$ cat config.mk
export PLATFORM = sky130hd
export DESIGN_NAME = obstacle_avoid_navigator
export DESIGN_NICKNAME = d
export VERILOG_FILES = /design/src/hdl/obav_pkg.sv /design/src/hdl/obstacle_avoid_navigator.sv
export SDC_FILE = /design/constraint.sdc
export NUM_CORES = 1
export LEC_CHECK = 0
export BUFFER_PORTS_ARGS = -buffer_cell sky130_fd_sc_hd__buf_2
export CELL_PAD_IN_SITES_DETAIL_PLACEMENT = 1
export CELL_PAD_IN_SITES_GLOBAL_PLACEMENT = 2
export CORE_ASPECT_RATIO = 1.25
export CORE_MARGIN = 4
export CORE_UTILIZATION = 39
export CTS_CLUSTER_SIZE = 20
export DETAILED_ROUTE_END_ITERATION = 7
export PLACE_DENSITY = 0.86
export SYNTH_ARGS = -nofsm -noshare
export SYNTH_HDL_FRONTEND = slang
export SYNTH_SLANG_ARGS = --single-unit
$ cat constraint.sdc
create_clock -name clk -period 5.9 [get_ports clk]
set_clock_uncertainty 0.15 [all_clocks]
set_input_delay 0.885 -clock clk [delete_from_list [all_inputs] [get_ports clk]]
set_output_delay 0.885 -clock clk [all_outputs]
set_load 0.05 [all_outputs]
$ cat src/hdl/obav_pkg.sv
// ----------------------------------------------------------------------------
// obav_pkg - shared types and constants for the obstacle avoid navigator
// Payload structs, motor command codes, pan angles and register indexes.
// ----------------------------------------------------------------------------
package obav_pkg;

    // distance and timing widths
    localparam int unsigned TIME_W = 32;
    localparam int unsigned DIST_W = 10;
    localparam int unsigned DUR_W  = 16;
    localparam int unsigned DUTY_W = 8;
    localparam int unsigned CNT_W  = 4;
    localparam int unsigned PAN_W  = 8;
    localparam int unsigned CMD_W  = 3;
    localparam int unsigned MODE_W = 2;

    // configuration port
    localparam int unsigned CFG_IDX_W  = 3;
    localparam int unsigned CFG_DATA_W = 16;

    localparam logic [CFG_IDX_W-1:0] REG_SAFE_DISTANCE   = 3'd0;
    localparam logic [CFG_IDX_W-1:0] REG_SCAN_PERIOD     = 3'd1;
    localparam logic [CFG_IDX_W-1:0] REG_TURN_DURATION   = 3'd2;
    localparam logic [CFG_IDX_W-1:0] REG_BACKUP_DURATION = 3'd3;
    localparam logic [CFG_IDX_W-1:0] REG_FORWARD_SPEED   = 3'd4;
    localparam logic [CFG_IDX_W-1:0] REG_TURN_SPEED      = 3'd5;
    localparam logic [CFG_IDX_W-1:0] REG_REVERSE_SPEED   = 3'd6;
    localparam logic [CFG_IDX_W-1:0] REG_BLOCKED_LIMIT   = 3'd7;

    // register reset values
    localparam logic [DIST_W-1:0] RST_SAFE_DISTANCE   = 10'd22;
    localparam logic [DUR_W-1:0]  RST_SCAN_PERIOD     = 16'd400;
    localparam logic [DUR_W-1:0]  RST_TURN_DURATION   = 16'd450;
    localparam logic [DUR_W-1:0]  RST_BACKUP_DURATION = 16'd350;
    localparam logic [DUTY_W-1:0] RST_FORWARD_SPEED   = 8'd180;
    localparam logic [DUTY_W-1:0] RST_TURN_SPEED      = 8'd170;
    localparam logic [DUTY_W-1:0] RST_REVERSE_SPEED   = 8'd160;
    localparam logic [CNT_W-1:0]  RST_BLOCKED_LIMIT   = 4'd3;

    // motor command codes
    localparam logic [CMD_W-1:0] CMD_STOP   = 3'd0;
    localparam logic [CMD_W-1:0] CMD_FWD    = 3'd1;
    localparam logic [CMD_W-1:0] CMD_REV    = 3'd2;
    localparam logic [CMD_W-1:0] CMD_SPIN_L = 3'd3;
    localparam logic [CMD_W-1:0] CMD_SPIN_R = 3'd4;

    // pan servo angles in degrees
    localparam logic [PAN_W-1:0] ANGLE_LEFT   = 8'd140;
    localparam logic [PAN_W-1:0] ANGLE_CENTER = 8'd90;
    localparam logic [PAN_W-1:0] ANGLE_RIGHT  = 8'd40;

    localparam logic [CNT_W-1:0] CNT_MAX = '1;

    typedef struct packed {
        logic [TIME_W-1:0] time_ms;
        logic [DIST_W-1:0] center_cm;
        logic [DIST_W-1:0] left_cm;
        logic [DIST_W-1:0] right_cm;
    } sample_t;

    typedef struct packed {
        logic [CMD_W-1:0]  motor_command;
        logic [DUTY_W-1:0] motor_speed;
        logic [PAN_W-1:0]  pan_angle;
        logic [MODE_W-1:0] nav_mode;
        logic              center_used;
        logic              sides_used;
    } result_t;

endpackage

$ cat src/hdl/obstacle_avoid_navigator.sv
// ----------------------------------------------------------------------------
// obstacle_avoid_navigator - four-mode obstacle avoiding drive controller
// One control-loop iteration per transaction: mode machine, stuck check,
// motor command, duty and pan angle.
// ----------------------------------------------------------------------------
//
//  channel   direction  handshake                  payload
//  sample    in         sample_valid/sample_ready  obav_pkg::sample_t
//  result    out        result_valid/result_ready  obav_pkg::result_t
//  cfg       in         cfg_valid/cfg_ready        cfg_index, cfg_data
//
//  one transaction per cycle sustained while result_ready stays high; an
//  accepted sample passes the input register, then the result register
//  all navigation state updates when the input register hands off to the
//  result register, so back-to-back samples see each other's state
//  a stalled result holds the result register and then the input register
//  rst_n clears the mode machine and loads the register defaults at once
//  cfg_ready is always high
//
module obstacle_avoid_navigator (
    input  logic                                clk,
    input  logic                                rst_n,
    input  logic                                sample_valid,
    output logic                                sample_ready,
    input  obav_pkg::sample_t                   sample,
    output logic                                result_valid,
    input  logic                                result_ready,
    output obav_pkg::result_t                   result,
    input  logic                                cfg_valid,
    output logic                                cfg_ready,
    input  logic [obav_pkg::CFG_IDX_W-1:0]      cfg_index,
    input  logic [obav_pkg::CFG_DATA_W-1:0]     cfg_data
);

    typedef enum logic [obav_pkg::MODE_W-1:0] {
        MODE_FWD = 2'd0,
        MODE_AVD = 2'd1,
        MODE_TRN = 2'd2,
        MODE_REC = 2'd3
    } mode_t;

    // configuration registers
    logic [obav_pkg::DIST_W-1:0] safe_distance_reg;
    logic [obav_pkg::DUR_W-1:0]  scan_period_reg;
    logic [obav_pkg::DUR_W-1:0]  turn_duration_reg;
    logic [obav_pkg::DUR_W-1:0]  backup_duration_reg;
    logic [obav_pkg::DUTY_W-1:0] forward_speed_reg;
    logic [obav_pkg::DUTY_W-1:0] turn_speed_reg;
    logic [obav_pkg::DUTY_W-1:0] reverse_speed_reg;
    logic [obav_pkg::CNT_W-1:0]  blocked_limit_reg;

    // navigation state
    mode_t                        mode_reg, mode_next;
    logic [obav_pkg::TIME_W-1:0]  last_scan_reg, last_scan_next;
    logic [obav_pkg::TIME_W-1:0]  mode_start_reg, mode_start_next;
    logic                         turn_left_reg, turn_left_next;
    logic [obav_pkg::CNT_W-1:0]   blocked_cnt_reg, blocked_cnt_next;
    logic [obav_pkg::CMD_W-1:0]   motor_reg, motor_next;
    logic [obav_pkg::PAN_W-1:0]   pan_reg, pan_next;

    // pipeline
    logic                         in_valid_reg;
    obav_pkg::sample_t            in_data_reg;
    logic                         out_valid_reg;
    obav_pkg::result_t            out_data_reg, out_data_next;
    logic                         step;

    logic [obav_pkg::TIME_W-1:0]  scan_diff;
    logic [obav_pkg::TIME_W-1:0]  mode_diff;
    logic                         scan_due;
    logic                         blocked;
    logic                         stuck_check;
    logic                         center_used;
    logic                         sides_used;
    logic [obav_pkg::CNT_W-1:0]   cnt_inc;
    logic [obav_pkg::DUTY_W-1:0]  duty;

    assign step         = in_valid_reg && (!out_valid_reg || result_ready);
    assign sample_ready = !in_valid_reg || step;
    assign result_valid = out_valid_reg;
    assign result       = out_data_reg;
    assign cfg_ready    = 1'b1;

    assign scan_diff = in_data_reg.time_ms - last_scan_reg;
    assign mode_diff = in_data_reg.time_ms - mode_start_reg;
    assign scan_due  = scan_diff >= {{(obav_pkg::TIME_W-obav_pkg::DUR_W){1'b0}},
                                     scan_period_reg};
    assign blocked   = in_data_reg.center_cm < safe_distance_reg;
    assign cnt_inc   = (blocked_cnt_reg != obav_pkg::CNT_MAX)
                       ? blocked_cnt_reg + 1'b1 : blocked_cnt_reg;

    always_comb
    begin
        mode_next        = mode_reg;
        last_scan_next   = last_scan_reg;
        mode_start_next  = mode_start_reg;
        turn_left_next   = turn_left_reg;
        blocked_cnt_next = blocked_cnt_reg;
        motor_next       = motor_reg;
        pan_next         = pan_reg;
        center_used      = 1'b0;
        sides_used       = 1'b0;

        unique case (mode_reg)
            MODE_FWD:
            begin
                motor_next = obav_pkg::CMD_FWD;
                if (scan_due)
                begin
                    last_scan_next = in_data_reg.time_ms;
                    pan_next       = obav_pkg::ANGLE_CENTER;
                    center_used    = 1'b1;
                    if (blocked)
                    begin
                        mode_next       = MODE_AVD;
                        mode_start_next = in_data_reg.time_ms;
                        motor_next      = obav_pkg::CMD_STOP;
                    end
                end
            end
            MODE_AVD:
            begin
                // the pan sweeps left then right, only the last angle is held
                pan_next        = obav_pkg::ANGLE_RIGHT;
                sides_used      = 1'b1;
                turn_left_next  = in_data_reg.left_cm >= in_data_reg.right_cm;
                mode_next       = MODE_TRN;
                mode_start_next = in_data_reg.time_ms;
            end
            MODE_TRN:
            begin
                motor_next = turn_left_reg ? obav_pkg::CMD_SPIN_L : obav_pkg::CMD_SPIN_R;
                if (mode_diff >= {{(obav_pkg::TIME_W-obav_pkg::DUR_W){1'b0}},
                                  turn_duration_reg})
                begin
                    mode_next       = MODE_FWD;
                    mode_start_next = in_data_reg.time_ms;
                    pan_next        = obav_pkg::ANGLE_CENTER;
                end
            end
            MODE_REC:
            begin
                motor_next = obav_pkg::CMD_REV;
                if (mode_diff >= {{(obav_pkg::TIME_W-obav_pkg::DUR_W){1'b0}},
                                  backup_duration_reg})
                begin
                    mode_next       = MODE_FWD;
                    mode_start_next = in_data_reg.time_ms;
                end
            end
            default:
            begin
                mode_next = mode_reg;
            end
        endcase

        // a forward-mode center check leaves a zero time difference, so from
        // forward the stuck check fires only with a zero scan period
        stuck_check = (mode_next == MODE_FWD) && scan_due &&
                      ((mode_reg != MODE_FWD) || (scan_period_reg == '0));

        if (stuck_check)
        begin
            last_scan_next = in_data_reg.time_ms;
            pan_next       = obav_pkg::ANGLE_CENTER;
            center_used    = 1'b1;
            if (blocked)
            begin
                if (cnt_inc >= blocked_limit_reg)
                begin
                    mode_next        = MODE_REC;
                    mode_start_next  = in_data_reg.time_ms;
                    blocked_cnt_next = '0;
                end
                else
                begin
                    blocked_cnt_next = cnt_inc;
                end
            end
            else if (blocked_cnt_reg != '0)
            begin
                blocked_cnt_next = blocked_cnt_reg - 1'b1;
            end
        end

        unique case (motor_next)
            obav_pkg::CMD_FWD:    duty = forward_speed_reg;
            obav_pkg::CMD_REV:    duty = reverse_speed_reg;
            obav_pkg::CMD_SPIN_L: duty = turn_speed_reg;
            obav_pkg::CMD_SPIN_R: duty = turn_speed_reg;
            default:              duty = '0;
        endcase

        out_data_next.motor_command = motor_next;
        out_data_next.motor_speed   = duty;
        out_data_next.pan_angle     = pan_next;
        out_data_next.nav_mode      = mode_next;
        out_data_next.center_used   = center_used;
        out_data_next.sides_used    = sides_used;
    end

    always_ff @(posedge clk or negedge rst_n)
    begin
        if (!rst_n)
        begin
            safe_distance_reg   <= obav_pkg::RST_SAFE_DISTANCE;
            scan_period_reg     <= obav_pkg::RST_SCAN_PERIOD;
            turn_duration_reg   <= obav_pkg::RST_TURN_DURATION;
            backup_duration_reg <= obav_pkg::RST_BACKUP_DURATION;
            forward_speed_reg   <= obav_pkg::RST_FORWARD_SPEED;
            turn_speed_reg      <= obav_pkg::RST_TURN_SPEED;
            reverse_speed_reg   <= obav_pkg::RST_REVERSE_SPEED;
            blocked_limit_reg   <= obav_pkg::RST_BLOCKED_LIMIT;
        end
        else if (cfg_valid && cfg_ready)
        begin
            unique case (cfg_index)
                obav_pkg::REG_SAFE_DISTANCE:
                    safe_distance_reg <= cfg_data[obav_pkg::DIST_W-1:0];
                obav_pkg::REG_SCAN_PERIOD:
                    scan_period_reg <= cfg_data;
                obav_pkg::REG_TURN_DURATION:
                    turn_duration_reg <= cfg_data;
                obav_pkg::REG_BACKUP_DURATION:
                    backup_duration_reg <= cfg_data;
                obav_pkg::REG_FORWARD_SPEED:
                    forward_speed_reg <= cfg_data[obav_pkg::DUTY_W-1:0];
                obav_pkg::REG_TURN_SPEED:
                    turn_speed_reg <= cfg_data[obav_pkg::DUTY_W-1:0];
                obav_pkg::REG_REVERSE_SPEED:
                    reverse_speed_reg <= cfg_data[obav_pkg::DUTY_W-1:0];
                obav_pkg::REG_BLOCKED_LIMIT:
                    blocked_limit_reg <= cfg_data[obav_pkg::CNT_W-1:0];
                default:
                    blocked_limit_reg <= blocked_limit_reg;
            endcase
        end
    end

    always_ff @(posedge clk or negedge rst_n)
    begin
        if (!rst_n)
        begin
            mode_reg        <= MODE_FWD;
            last_scan_reg   <= '0;
            mode_start_reg  <= '0;
            turn_left_reg   <= 1'b0;
            blocked_cnt_reg <= '0;
            motor_reg       <= obav_pkg::CMD_STOP;
            pan_reg         <= obav_pkg::ANGLE_CENTER;
            in_valid_reg    <= 1'b0;
            out_valid_reg   <= 1'b0;
        end
        else
        begin
            if (sample_ready)
            begin
                in_valid_reg <= sample_valid;
            end
            if (step)
            begin
                mode_reg        <= mode_next;
                last_scan_reg   <= last_scan_next;
                mode_start_reg  <= mode_start_next;
                turn_left_reg   <= turn_left_next;
                blocked_cnt_reg <= blocked_cnt_next;
                motor_reg       <= motor_next;
                pan_reg         <= pan_next;
                out_valid_reg   <= 1'b1;
            end
            else if (result_ready)
            begin
                out_valid_reg <= 1'b0;
            end
        end
    end

    always_ff @(posedge clk)
    begin
        if (sample_valid && sample_ready)
        begin
            in_data_reg <= sample;
        end
        if (step)
        begin
            out_data_reg <= out_data_next;
        end
    end

    // avoid mode always holds the stop command
    a_avoid_stops: assert property (@(posedge clk) disable iff (!rst_n)
        result_valid && result.nav_mode == MODE_AVD |->
            result.motor_command == obav_pkg::CMD_STOP && result.motor_speed == '0)
        else $error("avoid mode result without stopped motors");

    // side distances are read only on the avoid step, which leads into turn
    a_sides_turn: assert property (@(posedge clk) disable iff (!rst_n)
        result_valid && result.sides_used |->
            result.nav_mode == MODE_TRN && !result.center_used &&
            result.pan_angle == obav_pkg::ANGLE_RIGHT)
        else $error("side distances used outside the avoid step");

    // a consumed center reading leaves the pan centered
    a_center_pan: assert property (@(posedge clk) disable iff (!rst_n)
        result_valid && result.center_used |-> result.pan_angle == obav_pkg::ANGLE_CENTER)
        else $error("center reading without centered pan");

    // recovery always clears the blocked counter on entry
    a_rec_clear: assert property (@(posedge clk) disable iff (!rst_n)
        step && mode_reg != MODE_REC && mode_next == MODE_REC |=> blocked_cnt_reg == '0)
        else $error("blocked count not cleared on recovery entry");

    // a held result is not lost when the input register fills behind it
    a_no_drop: assert property (@(posedge clk) disable iff (!rst_n)
        out_valid_reg && !result_ready |=> out_valid_reg && $stable(out_data_reg))
        else $error("stalled result changed");

endmodule

# Word level (Yosys, flattened, before mapping)
# Index checks and enable logic that the tools add are counted.
op_classes:
  add_sub_neg: 4
  order_cmp: 6
  eq_ne: 15
  mux: 37
  reduce_logical: 31
ops:
  columns: ["op", "count"]
  rows:
  - ["$mux W32", 10]
  - ["$pmux W32 S4", 1]
  - ["$ge A32 B16 Y1", 3]
  - ["$sub A32 B32 Y32", 2]
  - ["$pmux W8 S3", 2]
  - ["$mux W8", 3]
  - ["$reduce_and A2 Y1", 9]
  - ["$logic_not A16 Y1", 1]
  - ["$mux W4", 4]
  - ["$eq A3 B3 Y1 const B", 5]
  - ["$mux W2", 7]
  - ["$eq A3 B2 Y1 const B", 4]
  - ["$ge A10 B10 Y1", 1]
  - ["$lt A10 B10 Y1", 1]
  - ["$reduce_bool A2 Y1", 5]
  - ["$pmux W3 S3", 1]
  - ["$pmux W2 S4", 1]
  - ["$mux W1", 7]
  - ["$eq A3 B1 Y1 const B", 2]
  - ["$reduce_and A3 Y1", 2]
  - ["$add A4 B1 Y4 const B", 1]
  - ["$eq A2 B2 Y1 const B", 2]
  - ["$ge A4 B4 Y1", 1]
  - ["$logic_and A1 B1 Y1", 4]
  - ["other kinds (10)", 14]
word_totals:
  regBits: 255
  elab_cells: 120

# Logic depth before layout (Yosys ltp)
logic_depth:
  ltp_word: 9
  mapped_depth: 24
  ltp_nobuf: 24

# Least setup slack after synthesis
# Ideal clock, no wire load.
synth_timing:
  path_type: "register to register"
  from: "reg in_data_reg[30] in the netlist's numbering"
  to: "reg out_data_reg, in the netlist result[12] (data pin)"
  arrival_time_ns: 4.504
  required_time_ns: 5.473
  slack_ns: 0.969
  path_stages_with_launch: 22
  n_path_buf: 0
  path_cell_list: "edfxtp_1 > inv_1 > ha_1 > fa_1 > nor2b_1 > o211ai_1 > a211o_1 > a21o_1 > xnor2_1 > ha_1 > a21oi_1 > o22ai_1 > a211oi_1 > o21ai_0 > nor4_1 > o2111ai_1 > a2111o_1 > o41ai_1 > nand2_1 > inv_1 > mux2i_1 > o221ai_1"
synth_via:
  elab_chain_len: 7
  elab_cells_between_ends: 10
synth_lines:
  columns: ["item", "line_no", "text"]
  rows:
  - ["start: declaration", "obstacle_avoid_navigator.sv:63", "obav_pkg::sample_t in_data_reg;"]
  - ["start signal: assignment", "obstacle_avoid_navigator.sv:282", "in_data_reg <= sample;"]
  - ["$sub A32 B32 Y32 (*)", "obstacle_avoid_navigator.sv:84", "assign scan_diff = in_data_reg.time_ms - last_scan_reg;"]
  - ["$ge A32 B16 Y1 (*)", "obstacle_avoid_navigator.sv:86", "assign scan_due = scan_diff >= {{(obav_pkg::TIME_W-obav_pkg::DUR_W){1'b0}},"]
  - ["$mux W1 (*)", "obstacle_avoid_navigator.sv:108", "if (scan_due)"]
  - ["$pmux W3 S3 (*)", "obstacle_avoid_navigator.sv:104", "unique case (mode_reg)"]
  - ["net motor_next (one bit)", "obstacle_avoid_navigator.sv:58", "logic [obav_pkg::CMD_W-1:0] motor_reg, motor_next;"]
  - ["$eq A3 B3 Y1 or $eq A3 B2 Y1 (tied branches)", "obstacle_avoid_navigator.sv:186", "unique case (motor_next)"]
  - ["$reduce_or A2 Y1 (no source line)", null, null]
  - ["$pmux W8 S3 (*)", "obstacle_avoid_navigator.sv:186", null]
  - ["net duty (one bit)", "obstacle_avoid_navigator.sv:76", "logic [obav_pkg::DUTY_W-1:0] duty;"]
  - ["end signal: assignment", "obstacle_avoid_navigator.sv:286", "out_data_reg <= out_data_next;"]
  - ["end: declaration", "obstacle_avoid_navigator.sv:65", "obav_pkg::result_t out_data_reg, out_data_next;"]
# Mark *: on every way through the listed nets, which the timed path passes. The rest lies on a longest branch.
# A chain may end at the register's enable or synchronous reset.

# Worst setup path after layout
layout_timing:
  from: "reg in_data_reg[34] in the netlist's numbering"
  to: "reg mode_start_reg[21] in the netlist's numbering"
layout_via:
  elab_chain_len: 8
  elab_cells_between_ends: 19
layout_lines:
  columns: ["item", "line_no", "text"]
  rows:
  - ["$sub A32 B32 Y32 (on tied branches)", "obstacle_avoid_navigator.sv:85, obstacle_avoid_navigator.sv:84", null]
  - ["$ge A32 B16 Y1 (on tied branches)", "obstacle_avoid_navigator.sv:144, obstacle_avoid_navigator.sv:86, obstacle_avoid_navigator.sv:133", null]
  - ["$mux W2 (on tied branches)", "obstacle_avoid_navigator.sv:144, obstacle_avoid_navigator.sv:108, obstacle_avoid_navigator.sv:133", null]
  - ["$pmux W2 S4", "obstacle_avoid_navigator.sv:104", null]
  - ["$logic_not A2 Y1", "obstacle_avoid_navigator.sv:159", "stuck_check = (mode_next == MODE_FWD) && scan_due &&"]
  - ["$logic_and A1 B1 Y1 (2 in a row)", "obstacle_avoid_navigator.sv:159", null]
  - ["$mux W32 (*)", "obstacle_avoid_navigator.sv:162", "if (stuck_check)"]
  - ["end signal: assignment", "obstacle_avoid_navigator.sv:264", "mode_start_reg <= mode_start_next;"]
  - ["end: declaration", "obstacle_avoid_navigator.sv:55", "logic [obav_pkg::TIME_W-1:0] mode_start_reg, mode_start_next;"]
# Mark *: on every way between the ends. The rest lies on a longest branch, timed or not.

==> flow_summary_export.csv <==
group,metric,value,unit
status,status,"completed",
sta,fin_crit_sh,93.7,%
logic_synthesis,synth.most_common_cell,"inv_1",
cells_and_area,final_cell_area,0.0176,sq mm
floorplan,die-area,0.0431,sq mm
detailed_routing,ant_nets,0,
detailed_routing,drc,0,
logic_synthesis,ys_seq_elements,255,
clock_network,clock_path_buffers,3,
global_route,antenna_found_initial,0,
logic_synthesis,synthFlopType,"dfrtp_1",
cells_and_area,multi_input_area,0.00785,sq mm
cells_and_area,layout-drive-gt1-share,16.4,%
setup_path,path_max_fanout,32,
logic_synthesis,syn-cell-area,0.0155,sq mm
clock_network,cts-root-buf,"clkbuf_16",
sta,setup_viol,0,
power,power.share.clock,19.4,%
power,p_total,9.43,mW
worst_hold_path,hold_class,"in -> async",
power,p_seq_share,28.0,%
logic_synthesis,yosysTopAreaCell,"dfrtp_1",
detailed_routing,drt_wl_total,43100,um
power,comb_power_share,52.6,%
global_route,overflow,0,
detailed_routing,via_per_inst,5.48,
cells_and_area,largest_reg_flops,62,
cells_and_area,nFillCells,4413,
clock_network,cts_tree,"built",
clock_network,clk_latency,560,ps
sta,hold_viol_final,0,
power,p_int,5.42,mW
cells_and_area,utilization,44.9,%
logic_synthesis,synth_cells,1551,
setup_path,crit_chain,"ha_1 > and2_4 > a311oi_4 > a21oi_1 > o21ai_0 > nand2b_1 > a21oi_1 > xnor2_1 > ha_1 > a21oi_1 > nor2b_1 > o211ai_1 > a21oi_1 > a2111oi_2 > o2111ai_1 > a2111o_1 > nor4_4 > a21oi_1 > o21ai_4 > buf_12 > mux2_1",
logic_synthesis,ys_seq_area_share,44.1,%
cells_and_area,nNetsFinal,1877,
floorplan,start_util,39.6,%
sta,max_freq,181,MHz
cells_and_area,regArea,0.00685,sq mm
setup_path,endpoint_kind,"flop",
logic_synthesis,synth_enable_flop_cells,85,
cells_and_area,syn2layout_area_growth,13.4,%
logic_synthesis,yosys_warnings,0,
power,power_switching,4.01,mW
clock_network,path_clk_slew,60,ps
logic_synthesis,synth_common_cells,"176 x inv_1, 149 x nand2_1, 138 x dfrtp_1, 136 x ha_1, 107 x o21ai_0",
logic_synthesis,postSynth.asyncResetShare,66.7,%
floorplan,core_area,0.0392,sq mm
setup_path,crit_path_frequent_cell,"a21oi_1",
logic_synthesis,synth_fp_nets,1775,
sta,rsz0062_at_grt,"false",
placed_design,post_dp_cell_area,0.0166,sq mm
logic_synthesis,synth_area_leaders,"dfrtp_1 22%, edfxtp_1 16%, ha_1 11%",
global_route,grt_usage,19.8,%
placed_design,place_hpwl,33300,um
setup_path,cp-start-kind,"flop",
detailed_routing,firstDrtPassIters,5,
sta,layout_min_cycle_time,5530,ps
placed_design,numPortBuffers,110,
cells_and_area,fin_cells,2174,
setup_path,crit_slowest_cell,"a2111o_1",
power,leakagePower,7.87,nW
setup_path,crit_path_max_incr_delay,470,ps
detailed_routing,wl_per_cell,19.8,um
sta,setup_tns,0,ps
clock_network,clkSinkCount,255,
sta,drv_slew,0,
power,vdd_ir_drop_max,0.289,mV
sta,slew_headroom,30.1,%
floorplan,die_w,186,um
setup_path,crit_required,6190,ps
sta,finalWorstSetupSlack,371,ps
logic_synthesis,yosys.area.top_type_share,22.3,%
sta,tightest_slew,1050,ps
setup_path,worst-setup-path-type,"reg -> reg",
job,maxCapViolations,0,
clock_network,holdBufCountCts,0,
setup_path,critPathArrivalTime,5810,ps
floorplan,fp.dieH,231,um
logic_synthesis,syn_area_per_cell,10.0,sq um
floorplan,rows,81,
sta,holdWs,164,ps
global_route,grt_pass1_vias,12900,
power,p_per_area,536,mW/mm^2
global_route,grt_pass1_wl,70200,um
placed_design,dpl_worst_slack,250,ps
detailed_routing,num_vias,11900,
global_route,grt_max_degree,66,
placed_design,dpl.cell_count,2120,
power,sw_frac_of_total,42.5,%
clock_network,cts_buffers,28,
floorplan,ios,112,
placed_design,gp_congestion,0.912,
detailed_routing,drtIter0Drc,603,
clock_network,h-tree-depth,1,
logic_synthesis,ys_types,75,
## worst max-delay path, delay by kind of cell, from the launching register on
family	cells	cell delay (ps)
compound gates	12	2570
xor+xnor	1	180
fa+ha+maj	2	710
buf+inv	1	230
flops	1	430
mux	1	360
simple gates	4	710
## power by group through the flow
stage | Combinational, mW | Sequential (mW) | Clock, mW
3_3_place_gp | 4.73 | 2.63 | 0
6_report | 4.96 | 2.64 | 1.83
3_5_place_dp | 4.93 | 2.67 | 0
5_1_grt | 5.58 | 2.70 | 1.95
2_1_floorplan | 3.51 | 2.70 | 0
4_1_cts | 4.98 | 2.64 | 1.88
## logic make-up (layout without fill, tap and decap cells)
logic type | Yosys count | count (layout) | synth area share (%)
AO/OA/AOI/OAI | 405 | 405 | 16.9
XOR/XNOR | 39 | 39 | 2.20
adder cells (fa/ha/maj) | 138 | 138 | 11.2
buffers and inverters | 225 | 349 | 5.57
flip-flops | 255 | 255 | 44.1
multiplexers | 115 | 115 | 8.26
other | 1 | 2 | 0.0242
AND/OR/NAND/NOR | 373 | 373 | 11.7
## worst paths after layout
kind	startpoint	to	slack, ps	cells after the start
max	in_data_reg[34]$_DFFE_PP_	mode_start_reg[21]$_DFFE_PN0P_	370	21
max in group asynchronous	rst_n	last_scan_reg[29]$_DFFE_PN0P_	4150	2
min	rst_n	turn_duration_reg[5]$_DFFE_PN0P_	160	1
max reg2reg	in_data_reg[34]$_DFFE_PP_	mode_start_reg[21]$_DFFE_PN0P_	370	21
min reg2reg	last_scan_reg[30]$_DFFE_PN0P_	last_scan_reg[30]$_DFFE_PN0P_	330	1
min in group clk	last_scan_reg[30]$_DFFE_PN0P_	last_scan_reg[30]$_DFFE_PN0P_	330	1
## per-layer routing
layer / track usage, % / wire length [um] / vias up
met2: 37.1 / 22400 / 182
met1: 24.3 / 18400 / 5928
met3: 2.12 / 1170 / 55
met4: 5.18 / 1030 / 0
met5: 0 / 0 / -
li1: - / - / 5755
## area by class of cell
cell class | count | share of cell area, %
tap | 498 | 3.54
clock buffer | 42 | 4.68
inverter | 176 | 3.75
antenna | 1 | 0.0142
multi-input combinational | 1071 | 44.6
timing repair buffer | 121 | 3.70
clock inverter | 10 | 0.803
sequential | 255 | 38.9
## timing repair
| item | 4_1_cts | 5_1_grt |
|---|---|---|
| gates resized for setup | 0 | 3 |
| endpoints found under the setup margin | 0 | 67 |
| setup buffers | 0 | 1 |
## cell usage in the layout (no fill, tap or decap), types with 19 or more instances in the layout
master,count
inv_1,176
nand2_1,149
dfrtp_1,138
ha_1,136
buf_2,109
o21ai_0,107
a21oi_1,96
edfxtp_1,85
nor2_1,57
mux2_2,53
a21o_1,51
mux2_1,51
dfstp_2,32
xnor2_1,30
clkbuf_16,29
o21a_1,27
nor3_1,25
nand2b_1,24
nand4_1,24
nand3_1,19
Note: power is estimated with default switching activity, not from simulation.
